`src/hdl/blrast_pkg.sv`:
```
package blrast_pkg;

  localparam int CANVAS_WIDTH_DEF  = 256;
  localparam int CANVAS_HEIGHT_DEF = 64;

  localparam int COORD_W    = 10;
  localparam int CRD_W      = COORD_W + 1;
  localparam int GLYPH_W    = 8;
  localparam int CELL_COL_W = 8;
  localparam int CELL_ROW_W = 6;
  localparam int ERR_W      = COORD_W + 3;

  localparam logic [GLYPH_W-1:0] SPACE_GLYPH = 8'd32;

  localparam logic ACT_DRAW = 1'b0;
  localparam logic ACT_READ = 1'b1;

  typedef struct packed {
    logic               en;
    logic [COORD_W-1:0] col;
    logic [COORD_W-1:0] row;
    logic [GLYPH_W-1:0] glyph;
  } wr_req_t;

  typedef struct packed {
    logic               en;
    logic [COORD_W-1:0] col;
    logic [COORD_W-1:0] row;
  } rd_req_t;

endpackage

```
`src/hdl/blrast_walker.sv`:
```
module blrast_walker #(
  parameter int CANVAS_WIDTH  = blrast_pkg::CANVAS_WIDTH_DEF,
  parameter int CANVAS_HEIGHT = blrast_pkg::CANVAS_HEIGHT_DEF
) (
  input  logic                                  clk_i,
  input  logic                                  rst_ni,
  input  logic                                  start_i,
  input  logic signed [blrast_pkg::COORD_W-1:0] start_x_i,
  input  logic signed [blrast_pkg::COORD_W-1:0] start_y_i,
  input  logic signed [blrast_pkg::COORD_W-1:0] end_x_i,
  input  logic signed [blrast_pkg::COORD_W-1:0] end_y_i,
  input  logic [blrast_pkg::GLYPH_W-1:0]        glyph_i,
  output logic                                  busy_o,
  output blrast_pkg::wr_req_t                   wr_o
);

  localparam int CW = blrast_pkg::CRD_W;
  localparam int DW = blrast_pkg::COORD_W;
  localparam int EW = blrast_pkg::ERR_W;

  localparam logic [2:0] ST_IDLE  = 3'd0;
  localparam logic [2:0] ST_ORDER = 3'd1;
  localparam logic [2:0] ST_DIFF  = 3'd2;
  localparam logic [2:0] ST_SETUP = 3'd3;
  localparam logic [2:0] ST_WALK  = 3'd4;

  logic [2:0] state_q, state_d;

  logic signed [CW-1:0] ax_q, ay_q, bx_q, by_q;
  logic [blrast_pkg::GLYPH_W-1:0] glyph_q;
  logic [DW-1:0]        adx_q, ady_q;
  logic                 dneg_q;
  logic signed [CW-1:0] m_q, m_end_q, n_q;
  logic                 steep_q;
  logic signed [EW-1:0] err_q, k1_q, k2_q;

  logic signed [CW-1:0] dy;
  logic                 shallow;
  logic [DW-1:0]        dm, dn;
  logic signed [EW-1:0] dn2, dm1;
  logic signed [CW-1:0] px, py;
  logic                 on_canvas;

  always_comb begin
    state_d = state_q;
    case (state_q)
      ST_IDLE:  if (start_i) state_d = ST_ORDER;
      ST_ORDER: state_d = ST_DIFF;
      ST_DIFF:  state_d = ST_SETUP;
      ST_SETUP: state_d = ST_WALK;
      ST_WALK:  if (m_q == m_end_q) state_d = ST_IDLE;
      default:  state_d = ST_IDLE;
    endcase
  end

  always_ff @(posedge clk_i or negedge rst_ni) begin
    if (!rst_ni) begin
      state_q <= ST_IDLE;
    end else begin
      state_q <= state_d;
    end
  end

  assign dy      = by_q - ay_q;
  assign shallow = ady_q < adx_q;
  assign dm      = shallow ? adx_q : ady_q;
  assign dn      = shallow ? ady_q : adx_q;
  assign dn2     = $signed({2'b00, dn, 1'b0});
  assign dm1     = $signed({3'b000, dm});

  // The walk always steps up the major axis; the minor axis moves down
  // exactly when the ordered line falls in y.
  always_ff @(posedge clk_i) begin
    case (state_q)
      ST_IDLE: begin
        if (start_i) begin
          ax_q    <= {start_x_i[DW-1], start_x_i};
          ay_q    <= {start_y_i[DW-1], start_y_i};
          bx_q    <= {end_x_i[DW-1], end_x_i};
          by_q    <= {end_y_i[DW-1], end_y_i};
          glyph_q <= glyph_i;
        end
      end
      ST_ORDER: begin
        if (ax_q > bx_q) begin
          ax_q <= bx_q;
          ay_q <= by_q;
          bx_q <= ax_q;
          by_q <= ay_q;
        end
      end
      ST_DIFF: begin
        adx_q  <= DW'(bx_q - ax_q);
        dneg_q <= dy[CW-1];
        ady_q  <= dy[CW-1] ? DW'(ay_q - by_q) : DW'(dy);
      end
      ST_SETUP: begin
        steep_q <= !shallow;
        if (shallow) begin
          m_q     <= ax_q;
          m_end_q <= bx_q;
          n_q     <= ay_q;
        end else if (dneg_q) begin
          m_q     <= by_q;
          m_end_q <= ay_q;
          n_q     <= bx_q;
        end else begin
          m_q     <= ay_q;
          m_end_q <= by_q;
          n_q     <= ax_q;
        end
        k1_q  <= dn2;
        k2_q  <= dn2 - (dm1 <<< 1);
        err_q <= dn2 - dm1;
      end
      ST_WALK: begin
        m_q <= m_q + CW'(1);
        if (err_q > 0) begin
          n_q   <= dneg_q ? n_q - CW'(1) : n_q + CW'(1);
          err_q <= err_q + k2_q;
        end else begin
          err_q <= err_q + k1_q;
        end
      end
      default: begin
        m_q <= m_q;
      end
    endcase
  end

  assign px = steep_q ? n_q : m_q;
  assign py = steep_q ? m_q : n_q;

  assign on_canvas = !px[CW-1] && !py[CW-1]
                  && (32'(px[CW-2:0]) < 32'(CANVAS_WIDTH))
                  && (32'(py[CW-2:0]) < 32'(CANVAS_HEIGHT));

  assign wr_o.en    = (state_q == ST_WALK) && on_canvas;
  assign wr_o.col   = px[DW-1:0];
  assign wr_o.row   = py[DW-1:0];
  assign wr_o.glyph = glyph_q;
  assign busy_o     = (state_q != ST_IDLE);

endmodule

```
`config.mk`:
```
export PLATFORM = sky130hd
export DESIGN_NAME = blrast_walker
export DESIGN_NICKNAME = d
export VERILOG_FILES = /design/src/hdl/blrast_pkg.sv /design/src/hdl/blrast_walker.sv
export SDC_FILE = /design/constraint.sdc
export NUM_CORES = 1
export LEC_CHECK = 0
export BUFFER_PORTS_ARGS = -buffer_cell sky130_fd_sc_hd__buf_2
export CELL_PAD_IN_SITES_DETAIL_PLACEMENT = 2
export CELL_PAD_IN_SITES_GLOBAL_PLACEMENT = 2
export CORE_MARGIN = 2
export CORE_UTILIZATION = 25
export CTS_CLUSTER_DIAMETER = 200
export DETAILED_ROUTE_END_ITERATION = 16
export HOLD_SLACK_MARGIN = 0.08
export PLACE_DENSITY = 0.67
export SYNTH_ARGS = -nofsm -noshare
export SYNTH_HDL_FRONTEND = slang
export SYNTH_SLANG_ARGS = --single-unit
export TNS_END_PERCENT = 20
```
`constraint.sdc`:
```
create_clock -name clk_i -period 16.17 [get_ports clk_i]
set_input_delay 2.4255 -clock clk_i [delete_from_list [all_inputs] [get_ports clk_i]]
set_output_delay 2.4255 -clock clk_i [all_outputs]
set_load 0.02 [all_outputs]
```
==> summary.md <==
| Metric | Value |
|---|---|
| DR WL met2 | between 15000 and 20000 µm |
| Critical path class | reg -> reg |
| Critical Path Start Type | flip-flop |
| Num CTS Buffers | 17 |
| Area Overhead vs Synth | 14.73% |
| Post-DP HPWL | approximately 26000 µm |
| Chip Height | ~210 µm |
| Setup bufs post-CTS | 0 |
| Port Buffers | 80 |
| Clock Latency Late Sink | 0.45 ns |
| Share of cells above drive strength 1 | 15.03% |
| Post-synthesis cell area | 0.01023 mm² |
| Post-cts resize count | 0 |
| Worst-Margin Slew | between 1 and 1.5 ns |
| Final GP Congestion | 0.7840 |
| Initial antenna violation count | 3 |
| Final ANT Viol Nets | 0 |
| Syn avg cell area | between 9 and 10 µm² |
| Most frequent cells in the layout | edfxtp_1 (141), nand2_1 (137), o21ai_0 (123) |
| CTS tree | built |
| Grt ovf | 0 |
| EDFF count, synth | 141 |
| Fin Hold WS | 0.6174 ns |
| Register Area | 0.004309 mm² |
| Vias in the first global route | 8759 |
| Fmax | 0.1725 GHz |
| CP max FO | 58 |
| RSZ-0062 raised after global routing | false |
| Layout Nets | 1239 |
| Final hold vios | 0 |
| DRT iter0 DRCs | 477 |
| Initial Util | 25.18% |
| Relative slew margins | between 20% and 30% |
| Overall routed net length | 33730 µm |
| Commonest non-fill, non-tap cell in the layout | edfxtp_1 |
| Setup Skew | 0.01484 ns |
| Largest net degree at the start of global routing | 80 |
| Hold-fix buffers, CTS | 0 |
| CTS max path bufs | 2 |
| Ys flop type | edfxtp_1 |
| Highest Signal Layer | met4 |
| Critical Path Sink Type | flip-flop |
| Layout fillers | 4522 |
| Core Box Area | a little over 0.04 mm² |
| Net count after synthesis | 1181 |
| DR pass1 iterations | 4 |
| Worst hold path type | reg -> reg |
| Final worst slack | 10.37 ns |
| Ports | 81 |
| GRT Util Overall | 16.56% |
| Critical path required time | about 16 ns |
| Outcome | finished clean |
| Period minus WS final | just under 6 ns |
| Root Driver | clkbuf_16 |
| Synthesis Warnings | 0 |
| Wl on met1 | roughly 17000 µm |
| Mapped Cells | 1047 |
| Met3 WL | 929 µm |
| First-pass GRT wire length | between 50000 and 60000 µm |
| Die W | 206.3 µm |
| Via count | 8084 |
| Critical path data arrival time | ~6 ns |
| Max Cap Viol | 0 |
| Dpl ws | between 10 and 15 ns |
| # diodes | 0 |
| # setup viols final | 0 |
| DRC Markers | 0 |
| Post-Route Utilization | 28.89% |
| Final max-slew violation count | 0 |
| Post-DR vias/cell | 4.899 |
| Final period utilization | 35.85% |
| Yosys reg bits | approximately 140 |
| DR WL/cell | 20.44 µm |
| Post-Route Setup TNS | 0 ns |
| Distinct cells, synth | 69 |
| TritonCTS Sinks | 144 |
| Worst-path clk slew | 0.07 ns |
| FP Rows | 74 |
| Die footprint | roughly 0.043 mm² |
| Seq/Total Area, Yosys | 42.11% |
| Multi-input logic area | 0.005434 mm² |
| CTS H-tree lvls | 4 |
| Asr flop ratio synth | 2.083% |
==> cell families (layout without fill, tap and decap cells) <==
logic type                 after synthesis  count (layout)  synth area share [%]
muxes                                   58              58                 6.040
xor gates and xnor gates                74              74                 6.333
buffers and inverters                  130             201                 4.952
adders and majority gates               88              88                 11.08
AOI/OAI and AO/OA                      287             287                 17.57
and+or+nand+nor                        266             266                 11.92
DFF                                    144             144                 42.11
==> critical path, cell delays in order, from the launching register on <==
cell and delay (ns):
edfxtp_1 0.47, clkinv_1 0.27, ha_1 0.45, a41oi_1 0.23, a211o_1 0.19, and3_4 0.60, inv_2 0.30, nand2_1 0.15
o21ai_0 0.24, fa_1 0.55, a21o_1 0.18, maj3_1 0.40, maj3_1 0.38, a211oi_1 0.31, a21oi_1 0.13, a21o_1 0.21
a31oi_1 0.20, xnor2_1 0.14, o21ai_0 0.09
==> layout make-up <==
| cell class | count | area share, % |
|---|---|---|
| sequential | 144 | 36.70 |
| multi-input combinational | 773 | 46.28 |
| timing repair buffer | 90 | 4.049 |
| clock inverter | 14 | 1.119 |
| clock buffer | 18 | 3.655 |
| tap | 532 | 5.669 |
| inverter | 79 | 2.526 |
==> cell usage after synthesis, types with 4 or more instances <==
master    instances  share of area (%)
a211oi_1          4               0.29
a21o_1           19                1.4
a21oi_1          41                2.0
a221o_1           4               0.39
a31oi_1           7               0.43
and2_1            5               0.31
and3_1            7               0.43
buf_1             7               0.26
buf_2             5               0.24
clkbuf_1         36                1.3
edfxtp_1        141                 41
fa_1              6                1.2
ha_1             77                9.4
inv_1            77                2.8
maj3_1            5               0.49
mux2_2           30                3.3
mux2i_1          28                2.7
nand2_1         138                5.1
nand2b_1         14               0.86
nand3_1          16               0.78
nand4_1           7               0.43
nor2_1           33                1.2
nor2b_1          10               0.61
nor3_1           10               0.49
nor4_1            7               0.43
o211ai_1         41                3.0
o21ai_0         123                6.0
o21bai_1          6               0.44
o22ai_1           5               0.31
or3_1             7               0.43
xnor2_1          46                3.9
xor2_1           28                2.4
==> through the flow <==
stage	instances	cell area [µm²]
after global routing	1650	11740
final	1650	11740
after detailed placement	1618	11180
after CTS	1650	11740
after floorplan	1047	10230
after global placement	1618	11180
==> sequential cells by signal (all words and copies together) (netlist names), 11 cells and up <==
signal / count
err_q: 13
ax_q: 11
ay_q: 11
bx_q: 11
by_q: 11
k2_q: 11
m_end_q: 11
m_q: 11
n_q: 11
==> routing by layer <==
layer / vias to the layer above / global-route usage, %
li1: 3909 / -
met1: 4052 / 23.25
met2: 107 / 26.57
met3: 16 / 2.381
met5: - / 0
met4: 0 / 4.362
==> path summary, 6_finish.rpt <==
| check | start | endpoint | slack, ns | depth (start not counted) |
|---|---|---|---|---|
| max | adx_q[3] | err_q[10] | 10.37 | 18 |
| min | bx_q[9] | m_end_q[9] | 0.62 | 2 |
| max reg2reg | adx_q[3] | err_q[10] | 10.37 | 18 |
| min reg2reg | bx_q[9] | m_end_q[9] | 0.62 | 2 |
| max in group asynchronous | rst_ni | state_q[1] | 14.29 | 1 |
| min in group asynchronous | rst_ni | state_q[0] | 1.77 | 1 |
Power is not shown: default switching activity piles up to over one toggle a cycle in this logic, so the estimate is an artifact.
